==> config.mk <==
export PLATFORM = sky130hd
export DESIGN_NAME = lease_pool_allocator_unit
export DESIGN_NICKNAME = d
export VERILOG_FILES = /design/src/sv/lpa_pkg.sv /design/src/sv/lpa_ram.sv /design/src/sv/lease_pool_allocator_unit.sv
export SDC_FILE = /design/constraint.sdc
export NUM_CORES = 2
export LEC_CHECK = 0
export ABC_AREA = 0
export BUFFER_PORTS_ARGS = -buffer_cell sky130_fd_sc_hd__buf_2
export CAP_MARGIN = 25
export CORE_MARGIN = 3
export CORE_UTILIZATION = 60
export CTS_CLUSTER_DIAMETER = 200
export DETAILED_ROUTE_END_ITERATION = 6
export GPL_TIMING_DRIVEN = 0
export HOLD_SLACK_MARGIN = 0.12
export PLACE_DENSITY = 0.75
export SETUP_SLACK_MARGIN = 0.1
export SYNTH_ARGS = -nofsm -noshare
export SYNTH_HDL_FRONTEND = slang
export SYNTH_SLANG_ARGS = --single-unit
==> constraint.sdc <==
create_clock -name clk -period 12.2 [get_ports clk]
set_input_delay 3.66 -clock clk [delete_from_list [all_inputs] [get_ports clk]]
set_output_delay 3.66 -clock clk [all_outputs]
set_load 0.02 [all_outputs]
==> src/sv/lpa_pkg.sv <==
// ---------------------------------------------------------------------------
// lpa_pkg: shared definitions for the lease pool allocator
// Slot count, index widths, register codes and configuration reset values.
// ---------------------------------------------------------------------------
package lpa_pkg;

  localparam int LEASE_SLOTS = 16;
  localparam int POOLS       = 2;
  localparam int SLOT_W      = (LEASE_SLOTS > 1) ? $clog2(LEASE_SLOTS) : 1;
  localparam int EXP_W       = 33;
  localparam int ADDR_W      = 32;
  localparam int CFG_IDX_W   = 2;
  localparam int CFG_DATA_W  = 32;
  localparam int RAM_DEPTH   = POOLS * (2 ** SLOT_W);

  // Register indexes of the configuration port.
  localparam logic [CFG_IDX_W-1:0] CFG_WIRED_BASE    = 2'd0;
  localparam logic [CFG_IDX_W-1:0] CFG_WIRELESS_BASE = 2'd1;
  localparam logic [CFG_IDX_W-1:0] CFG_LEASE_SECONDS = 2'd2;

  localparam logic [ADDR_W-1:0] WIRED_BASE_RESET    = 32'd3232235876;
  localparam logic [ADDR_W-1:0] WIRELESS_BASE_RESET = 32'd3232236132;
  localparam logic [ADDR_W-1:0] LEASE_SECONDS_RESET = 32'd1800;

endpackage

==> src/sv/lpa_ram.sv <==
// ---------------------------------------------------------------------------
// lpa_ram: generic simple dual-port RAM
// One write port and one read port with registered read data.
// ---------------------------------------------------------------------------
module lpa_ram #(
  parameter int WIDTH = 8,
  parameter int DEPTH = 16
) (
  input  logic                     clk,
  input  logic                     we,
  input  logic [$clog2(DEPTH)-1:0] waddr,
  input  logic [WIDTH-1:0]         wdata,
  input  logic [$clog2(DEPTH)-1:0] raddr,
  output logic [WIDTH-1:0]         rdata
);

  logic [WIDTH-1:0] mem [DEPTH];

  always_ff @(posedge clk) begin
    if (we) begin
      mem[waddr] <= wdata;
    end
    rdata <= mem[raddr];
  end

endmodule

==> src/sv/lease_pool_allocator_unit.sv <==
// ---------------------------------------------------------------------------
// lease_pool_allocator_unit: two-pool address lease allocator
// Frees expired slots of the requested pool, then grants its lowest free slot.
// ---------------------------------------------------------------------------
// Steps from the accepted request to the result: a sweep that reads the expiry
// of every slot through the RAM read port, a drain step, a grant write step
// and a reply step that forms the address and waits while the result is held.
// A new request is taken only while idle, after the previous result is loaded.
// Reset clears all in-use flags and restores the configuration registers;
// the expiry RAM is not cleared, since an expiry only matters for a slot
// whose in-use flag is set, and that flag is set only by a grant write.
// ---------------------------------------------------------------------------
module lease_pool_allocator_unit (
  input  logic                            clk,
  input  logic                            rst,
  // Configuration write port
  input  logic                            cfg_write,
  input  logic [lpa_pkg::CFG_IDX_W-1:0]   cfg_index,
  input  logic [lpa_pkg::CFG_DATA_W-1:0]  cfg_data,
  // Request channel
  input  logic                            in_valid,
  output logic                            in_stall,
  input  logic                            pool_select,
  input  logic [31:0]                     now_seconds,
  // Result channel
  output logic                            out_valid,
  input  logic                            out_stall,
  output logic                            granted,
  output logic [31:0]                     leased_address,
  output logic [3:0]                      slot_taken
);

  import lpa_pkg::*;

  typedef enum logic [2:0] {
    S_IDLE,
    S_SWEEP,
    S_DRAIN,
    S_GRANT,
    S_REPLY
  } state_t;

  localparam logic [SLOT_W-1:0] LAST_SLOT = SLOT_W'(LEASE_SLOTS - 1);

  state_t                   state;

  // Configuration registers.
  logic [ADDR_W-1:0]        wired_base;
  logic [ADDR_W-1:0]        wireless_base;
  logic [ADDR_W-1:0]        lease_seconds;

  // Request held for the duration of the item.
  logic                     pool;
  logic [ADDR_W-1:0]        now_q;

  // One in-use flag per slot of each pool; reset clears them all.
  logic [LEASE_SLOTS-1:0]   in_use [POOLS];

  // Sweep sequencer: cnt issues RAM reads; the compare stage sees each registered read.
  logic [SLOT_W-1:0]        cnt;
  logic                     cmp_valid;
  logic [SLOT_W-1:0]        cmp_idx;
  logic                     found;
  logic [SLOT_W-1:0]        found_idx;

  // Expiry RAM interface.
  logic                     ram_we;
  logic [SLOT_W:0]          ram_waddr;
  logic [EXP_W-1:0]         ram_wdata;
  logic [SLOT_W:0]          ram_raddr;
  logic [EXP_W-1:0]         ram_rdata;

  // Shared adder: expiry in the grant cycle, address in the reply cycle.
  logic [EXP_W-1:0]         add_a;
  logic [EXP_W-1:0]         add_b;
  logic [EXP_W-1:0]         add_sum;

  logic                     slot_busy;
  logic                     slot_expired;
  logic                     slot_free;
  logic                     out_free;

  lpa_ram #(
    .WIDTH (EXP_W),
    .DEPTH (RAM_DEPTH)
  ) u_expiry_ram (
    .clk   (clk),
    .we    (ram_we),
    .waddr (ram_waddr),
    .wdata (ram_wdata),
    .raddr (ram_raddr),
    .rdata (ram_rdata)
  );

  // The RAM holds both pools: the pool bit is the top address bit.
  assign ram_raddr = {pool, cnt};
  assign ram_waddr = {pool, found_idx};
  assign ram_wdata = add_sum;
  assign ram_we    = (state == S_GRANT) && found;

  always_comb begin
    unique case (state)
      S_GRANT: begin
        add_a = {1'b0, now_q};
        add_b = {1'b0, lease_seconds};
      end
      S_REPLY: begin
        add_a = {1'b0, pool ? wireless_base : wired_base};
        add_b = EXP_W'(found_idx);
      end
      default: begin
        add_a = '0;
        add_b = '0;
      end
    endcase
  end

  assign add_sum = add_a + add_b;

  // A slot stays busy only if it is in use and its expiry lies after now.
  assign slot_busy    = in_use[pool][cmp_idx];
  assign slot_expired = (ram_rdata <= {1'b0, now_q});
  assign slot_free    = !slot_busy || slot_expired;

  // The result register may be loaded when it is empty or being drained.
  assign out_free = !out_valid || !out_stall;

  assign in_stall = (state != S_IDLE);

  always_ff @(posedge clk) begin
    if (rst) begin
      state         <= S_IDLE;
      wired_base    <= WIRED_BASE_RESET;
      wireless_base <= WIRELESS_BASE_RESET;
      lease_seconds <= LEASE_SECONDS_RESET;
      for (int p = 0; p < POOLS; p++) begin
        in_use[p] <= '0;
      end
      cnt           <= '0;
      cmp_valid     <= 1'b0;
      found         <= 1'b0;
      out_valid     <= 1'b0;
    end else begin
      if (cfg_write) begin
        unique case (cfg_index)
          CFG_WIRED_BASE:    wired_base    <= cfg_data;
          CFG_WIRELESS_BASE: wireless_base <= cfg_data;
          CFG_LEASE_SECONDS: lease_seconds <= cfg_data;
          default: ;
        endcase
      end

      if (out_valid && !out_stall) begin
        out_valid <= 1'b0;
      end

      // Compare stage: the RAM data for cmp_idx arrives here.
      if (cmp_valid && slot_free) begin
        in_use[pool][cmp_idx] <= 1'b0;
        if (!found) begin
          found     <= 1'b1;
          found_idx <= cmp_idx;
        end
      end

      unique case (state)
        S_IDLE: begin
          if (in_valid) begin
            pool      <= pool_select;
            now_q     <= now_seconds;
            cnt       <= '0;
            cmp_valid <= 1'b0;
            found     <= 1'b0;
            state     <= S_SWEEP;
          end
        end
        S_SWEEP: begin
          cmp_valid <= 1'b1;
          cmp_idx   <= cnt;
          if (cnt == LAST_SLOT) begin
            state <= S_DRAIN;
          end else begin
            cnt <= cnt + 1'b1;
          end
        end
        S_DRAIN: begin
          cmp_valid <= 1'b0;
          state     <= S_GRANT;
        end
        S_GRANT: begin
          if (found) begin
            in_use[pool][found_idx] <= 1'b1;
          end
          state <= S_REPLY;
        end
        S_REPLY: begin
          if (out_free) begin
            out_valid      <= 1'b1;
            granted        <= found;
            leased_address <= found ? add_sum[ADDR_W-1:0] : '0;
            slot_taken     <= found ? 4'(found_idx) : 4'd0;
            state          <= S_IDLE;
          end
        end
        default: state <= S_IDLE;
      endcase
    end
  end

  // A new result appears only out of the reply step.
  a_result_from_reply: assert property (@(posedge clk) disable iff (rst)
    $rose(out_valid) |-> $past(state) == S_REPLY)
    else $error("result raised outside the reply step");

  // A refused request reports neither an address nor a slot.
  a_refusal_is_zero: assert property (@(posedge clk) disable iff (rst)
    out_valid && !granted |-> leased_address == '0 && slot_taken == '0)
    else $error("refused request carries a nonzero address or slot");

  // A grant marks the chosen slot in use.
  a_grant_marks_slot: assert property (@(posedge clk) disable iff (rst)
    state == S_GRANT && found |=> in_use[pool][found_idx])
    else $error("granted slot not marked in use");

  // The sweep never starts the compare stage ahead of the RAM read.
  a_no_compare_first: assert property (@(posedge clk) disable iff (rst)
    state == S_SWEEP && cnt == '0 |-> !cmp_valid)
    else $error("compare stage active before the first expiry read");

endmodule
**Word-level counts from Yosys, hierarchy flattened**

Memories as Yosys holds them, arrays and structs flattened. A register that Yosys moved wholly into a read port is not among the register bits.
Index checks and enable logic that the tools add are counted.

- Add/sub/neg operators: 2
- $lt $le $gt $ge: 5
- Equal/unequal tests: 11
- Multiplexer cells: 55
- Bitwise logic cells: 18
- Reductions and logical operators: 26

Operators with widths:

| operator | number |
|---|---|
| 32-bit case mux with 2 select lines | 2 |
| 16-bit two-way mux | 4 |
| 1-bit two-way mux | 37 |
| 33-bit adder | 1 |
| 33-bit by 32-bit less-or-equal comparator with 1-bit output | 1 |
| 32-bit two-way mux | 1 |
| 1-bit OR | 16 |
| 16-bit OR reduction | 1 |
| 3-bit case mux with 5 select lines | 1 |
| 3-bit AND reduction | 5 |
| 4-bit by 5-bit less-than comparator with 1-bit output (second input constant) | 2 |
| 2-bit AND reduction | 5 |
| 3-bit two-way mux | 3 |
| 1-bit demux with 4-bit select | 2 |
| 4-bit by 1-bit greater-or-equal comparator with 1-bit output (second input constant) | 2 |
| 4-bit two-way mux | 2 |
| 2-bit != test (second input constant) | 4 |
| 4-bit case mux with 2 select lines | 1 |
| 3-bit by 2-bit == test with 1-bit output (second input constant) | 2 |
| 3-bit nonzero test | 2 |
| 1-bit logical AND | 5 |
| 4-bit by 1-bit adder with 4-bit output (second input constant) | 1 |
| 1-bit binary-select mux with 4-bit select | 1 |
| 4-bit == test (second input constant) | 1 |
| 11 further kinds | 15 |

- Register bits after elaboration: 184
- Memory bits (writable): 1088
- Input port bits: 72
- Output and inout bits: 39
- Memories kept: 2

Memories:

| name | depth | bits a word | read ports | clocked after memory_dff | wr ports | RTL line | source |
|---|---|---|---|---|---|---|---|
| u_expiry_ram.mem | 32 | 33 | 1 | 1 | 1 | lpa_ram.sv:17 | `logic [WIDTH-1:0] mem [DEPTH];` |
| in_use | 2 | 16 | 1 | 1 | 2 | lease_pool_allocator_unit.sv:57 | `logic [LEASE_SLOTS-1:0] in_use [POOLS];` |

**Depth between registers and ports, before layout**

- Word-level depth: 11
- Depth in mapped cells: 16

**Cells and area by module**

A second synthesis with hierarchy kept.

- Cells, all modules: 3567
- Area, all modules: 53378.7 um^2

Modules (own cells, without submodules):

| module | instances | cells an instance | area an instance (um^2) |
|---|---|---|---|
| lpa_ram | 1 | 2332 | 41813.9 |
| lease_pool_allocator_unit | 1 | 1235 | 11564.8 |

**Least setup slack after synthesis**

No wires, ideal clock.

- Path type: input to register
- From: in rst
- To: reg granted, enable pin
- Library setup time: 485 ps
- Arrival time: 6972 ps
- Required time: 11715 ps
- Slack: 4743 ps
- Stages: 4
- Path buffers: 3
- Cell sequence: clkbuf_1 -> clkbuf_1 -> buf_2 -> nor3b_1

- Word-level cells in the longest chain between the ends: 2

RTL lines:

| what | RTL line | source |
|---|---|---|
| start: declaration | lease_pool_allocator_unit.sv:15 | `input logic rst,` |
| 1-bit NOT (no line) | -- |  |
| 3-bit AND reduction (no line) | -- |  |
| end signal: assignment | lease_pool_allocator_unit.sv:199 | `granted <= found;` |
| end: declaration | lease_pool_allocator_unit.sv:28 | `output logic granted,` |

No other way between the ends.
A chain may end at the register's enable or synchronous reset.

**Worst setup path after layout**

- From: reg pool
- To: mem u_expiry_ram.mem[15][28] (netlist bit), data pin

- Word-level cells in the longest chain between the ends: 3

RTL lines:

| what | RTL line | source |
|---|---|---|
| start: declaration | lease_pool_allocator_unit.sv:53 | `logic pool;` |
| start signal: assignment | lease_pool_allocator_unit.sv:169 | `pool <= pool_select;` |
| 32-bit two-way mux | lease_pool_allocator_unit.sv:108 | `add_a = {1'b0, pool ? wireless_base : wired_base};` |
| 32-bit case mux with 2 select lines | lease_pool_allocator_unit.sv:102 | `unique case (state)` |
| 33-bit adder | lease_pool_allocator_unit.sv:118 | `assign add_sum = add_a + add_b;` |
| named net add_sum[28] | lease_pool_allocator_unit.sv:76 | `logic [EXP_W-1:0] add_sum;` |
| end: declaration | lpa_ram.sv:17 |  |

The timed path passes the listed nets, and every way through them passes these cells.

==> flow_metrics.py <==
metrics = {
    "yosys": {
        "synth_common_cells": "edfxtp_1, mux4_2, nand2_1",
        "synth_edf_count": 1166,
        "ys_seq_area_share_pct": 71.7,
        "synth_area_per_cell_sq_um": 18.2,
        "netlist_area_sq_um": 52700,
        "ys_top_cells_by_area": "edfxtp_1, mux4_2, dfxtp_1",
        "synth_top_area_cell": "edfxtp_1",
        "yosys_register_bits": 1306,
        "async_flop_share_pct": 0,
        "ys.flop_type": "edfxtp_1",
        "synthesis.nets": 3043,
        "synth.most_common_cell": "edfxtp_1",
        "yosysTopAreaCellShare_pct": 66.4,
        "synthCells": 2905,
        "ys_warn_count": 0,
        "synth_cell_types": 71,
    },
    "final_layout": {
        "nets": 3366,
        "multiInputGateArea_sq_um": 14500,
        "finish.utilization_pct": 69.9,
        "register_area_sq_um": 37800,
        "fillers": 5262,
        "syn2layout_area_growth_pct": 15.3,
        "drive_gt1_share_pct": 25.6,
    },
    "floorplan": {
        "die_w_um": 302,
        "io_pins": 111,
        "fp.dieH_um": 302,
        "initial_utilization_pct": 60.6,
        "core-area_sq_um": 87000,
        "die-area_sq_um": 91500,
        "core.rowCount": 108,
    },
    "clock_network": {
        "ctsResizeCount": 0,
        "clock-sinks": 1306,
        "cts_setup_buffers": 0,
        "cts_buffers": 131,
        "clk_latency_ns": 0.74,
        "htreeDepth": 4,
        "path_clk_slew_ns": 0.06,
        "cts_tree": "built",
        "cts_hold_buf": 0,
        "clockRootBuffer": "clkbuf_16",
        "clockBufferDepth": 3,
    },
    "route": {
        "routed_wl_um": 145000,
        "viasPerCell": 6.67,
        "first_iter_violations": 4091,
        "drc": 0,
        "post_drt_wl_per_cell_um": 32.4,
        "firstDrtPassIters": 6,
        "ant_nets": 0,
        "vias": 29900,
    },
    "timing": {
        "rsz0062_at_grt": "no",
        "setup_tns_ns": 0,
        "final-setup-viol-count": 0,
        "period_share_pct": 51.5,
        "min_period_ns": 6.29,
        "skew_ns": 0.0272,
        "hold_viol": 0,
        "slew_headroom_pct": 28.0,
        "slew_viol_final": 0,
        "max_freq_mhz": 159,
        "worst_pin_slew_ns": 1.08,
    },
    "worst_setup_path": {
        "criticalPathCategory": "reg -> reg",
        "ff2ff_setup_slack_ns": 5.91,
        "crit_top_cell": "clkbuf_1",
        "start_kind": "flop",
        "worstReg2RegEnd": "u_expiry_ram.mem[15][28]",
        "end_kind": "flop",
        "crit_end": "u_expiry_ram.mem[15][28]",
        "cp.arrival_ns": 6.85,
        "ff2ff_path_depth": 15,
        "crit_chain": "buf_2 > clkbuf_1 > clkbuf_1 > mux2i_1 > o21ai_0 > ha_1 > fa_1 > a21o_1 > a31oi_1 > o211ai_2 > a31oi_2 > o21a_1 > a21oi_1 > xor2_2 > buf_8",
        "crit_fanout": 17,
        "critPathMaxStageDelay_ns": 0.74,
        "cp-startpoint": "pool",
        "critPathRequiredTime_ns": 12.76,
        "cp_slowest_cell": "xor2_2",
        "reg2reg_from": "pool",
    },
    "global_route": {
        "overflow": 0,
        "grt_max_degree": 33,
        "use_met1_pct": 42.2,
        "globalRouteMet2Util_pct": 53.9,
        "antenna_found_initial": 9,
        "grtUsageTotal_pct": 32.3,
        "met3_usage_pct": 6.40,
        "gr-max-usage-layer": "met2",
        "grt_pass1_wl_um": 209000,
        "grt_pass1_vias": 30600,
    },
    "power": {
        "vdd_drop_max_v": 0.000140,
        "power_switching_share_pct": 21.8,
        "p_clk_share_pct": 41.9,
        "powerDensity_nw_per_um2": 155,
        "p_sw_mw": 2.05,
        "power.share.combinational_pct": 6.2,
        "leakage_nw": 19.2,
        "p_seq_share_pct": 51.9,
        "total_power_mw": 9.42,
        "intPower_mw": 7.37,
    },
    "placement": {
        "port_buffers": 110,
        "hpwl_um": 95200,
        "place.gp.congestion": 0.931,
    },
    "run": {
        "drv_cap": 0,
    },
    "min_path": {
        "min_path_type": "reg -> reg",
    },
    "status": {
        "status": "finished, final reports clean",
    },
}
## stage by stage
step	instance area, sq um	instances	setup WS, ns	hold slack [ns]
final	60800	4488	5.91	0.443
after global routing	60800	4485	5.78	0.453
after CTS	60800	4482	6.03	0.432
after detailed placement	56600	4247	6.08	0.419
after global placement	54700	4170	2.39	0.415
after floorplan	52700	2905	4.74	0.406
## cells by family (layout without fill, tap and decap cells)
group	after synthesis	after routing	synth area share, %
flops	1306	1306	71.7
buf+inv	216	641	1.69
simple gates	593	593	5.27
xor+xnor	27	27	0.448
other cells	0	3	0
compound gates	285	285	3.31
fa+ha+maj	66	66	1.58
mux	412	412	16.0
## cell usage in the layout (no fill, tap or decap), types with 6 or more instances in the layout
| cell | count |
|---|---|
| nand3_1 | 21 |
| o21ai_0 | 63 |
| buf_2 | 140 |
| buf_16 | 16 |
| inv_1 | 52 |
| mux2i_1 | 39 |
| clkinv_1 | 30 |
| nor3_1 | 14 |
| clkbuf_16 | 136 |
| dfxtp_1 | 140 |
| nand2_1 | 272 |
| a21oi_1 | 128 |
| o21a_1 | 6 |
| ha_1 | 65 |
| buf_1 | 7 |
| and2_1 | 61 |
| mux4_1 | 8 |
| buf_6 | 14 |
| mux2_2 | 34 |
| edfxtp_1 | 1166 |
| nor2b_1 | 11 |
| nand3b_1 | 26 |
| o211ai_1 | 7 |
| clkbuf_8 | 10 |
| xor2_2 | 8 |
| a21o_1 | 18 |
| mux4_2 | 331 |
| clkbuf_1 | 141 |
| buf_12 | 21 |
| o31ai_1 | 12 |
| bufinv_16 | 7 |
| nor2_4 | 33 |
| xnor2_2 | 16 |
| buf_8 | 31 |
| and3_1 | 13 |
| nand4_1 | 15 |
| clkinv_2 | 20 |
| nand2b_1 | 16 |
| nor2_1 | 80 |
## layer usage
metal	share of wire (%)	up-vias	wire (um)
met5	0	-	0
met4	4.2	0	6030
met3	9.6	338	13900
met2	51	1900	73600
met1	36	15500	51700
li1	-	12200	-
## layout make-up
cell class,instances,share of cell area [%]
Clock inverter,70,0.940
Inverter,52,0.321
Tap cell,1155,2.38
Multi-Input combinational cell,1383,23.8
Buffer,164,1.14
Clock buffer,165,5.93
Antenna cell,3,0.0123
Sequential cell,1306,62.2
Timing Repair Buffer,190,3.29
## power by group through the flow
stage               logic [mW]  clock network, mW  registers, mW
floorplan                0.385                  0           4.97
global placement         0.539                  0           4.98
detailed placement       0.572                  0           4.98
CTS                      0.583               3.97           4.89
global route             0.620               4.14           4.89
finish                   0.586               3.95           4.89
## flip-flops by register name (all words and copies together), names as in the netlist, 3 cells and up, named ones only
name	flops
u_expiry_ram.mem	1056
u_expiry_ram.rdata	33
in_use	32
lease_seconds	32
leased_address	32
now_q	32
wired_base	32
wireless_base	32
cmp_idx	4
cnt	4
found_idx	4
slot_taken	4
state	3
## how the worst min path moves through the flow
stage	start	endpoint	slack, ns	cells after the start
global route	cnt[2]	cmp_idx[2]	0.45	0
floorplan	cnt[2]	cmp_idx[2]	0.41	0
global placement	cnt[2]	cmp_idx[2]	0.41	0
detailed placement	cnt[2]	cmp_idx[2]	0.42	0
CTS	cnt[2]	cmp_idx[2]	0.43	0
finish	cnt[2]	cmp_idx[2]	0.44	0
## worst max-delay path: cells and delay by family (launching register included)
kind,cells,cell delay (ns)
buf+inv,4,1.97
compound gates,7,1.97
fa+ha+maj,2,0.76
xor+xnor,1,0.74
mux,1,0.32
flops,1,0.31
Power figures use the tool's default switching activity.
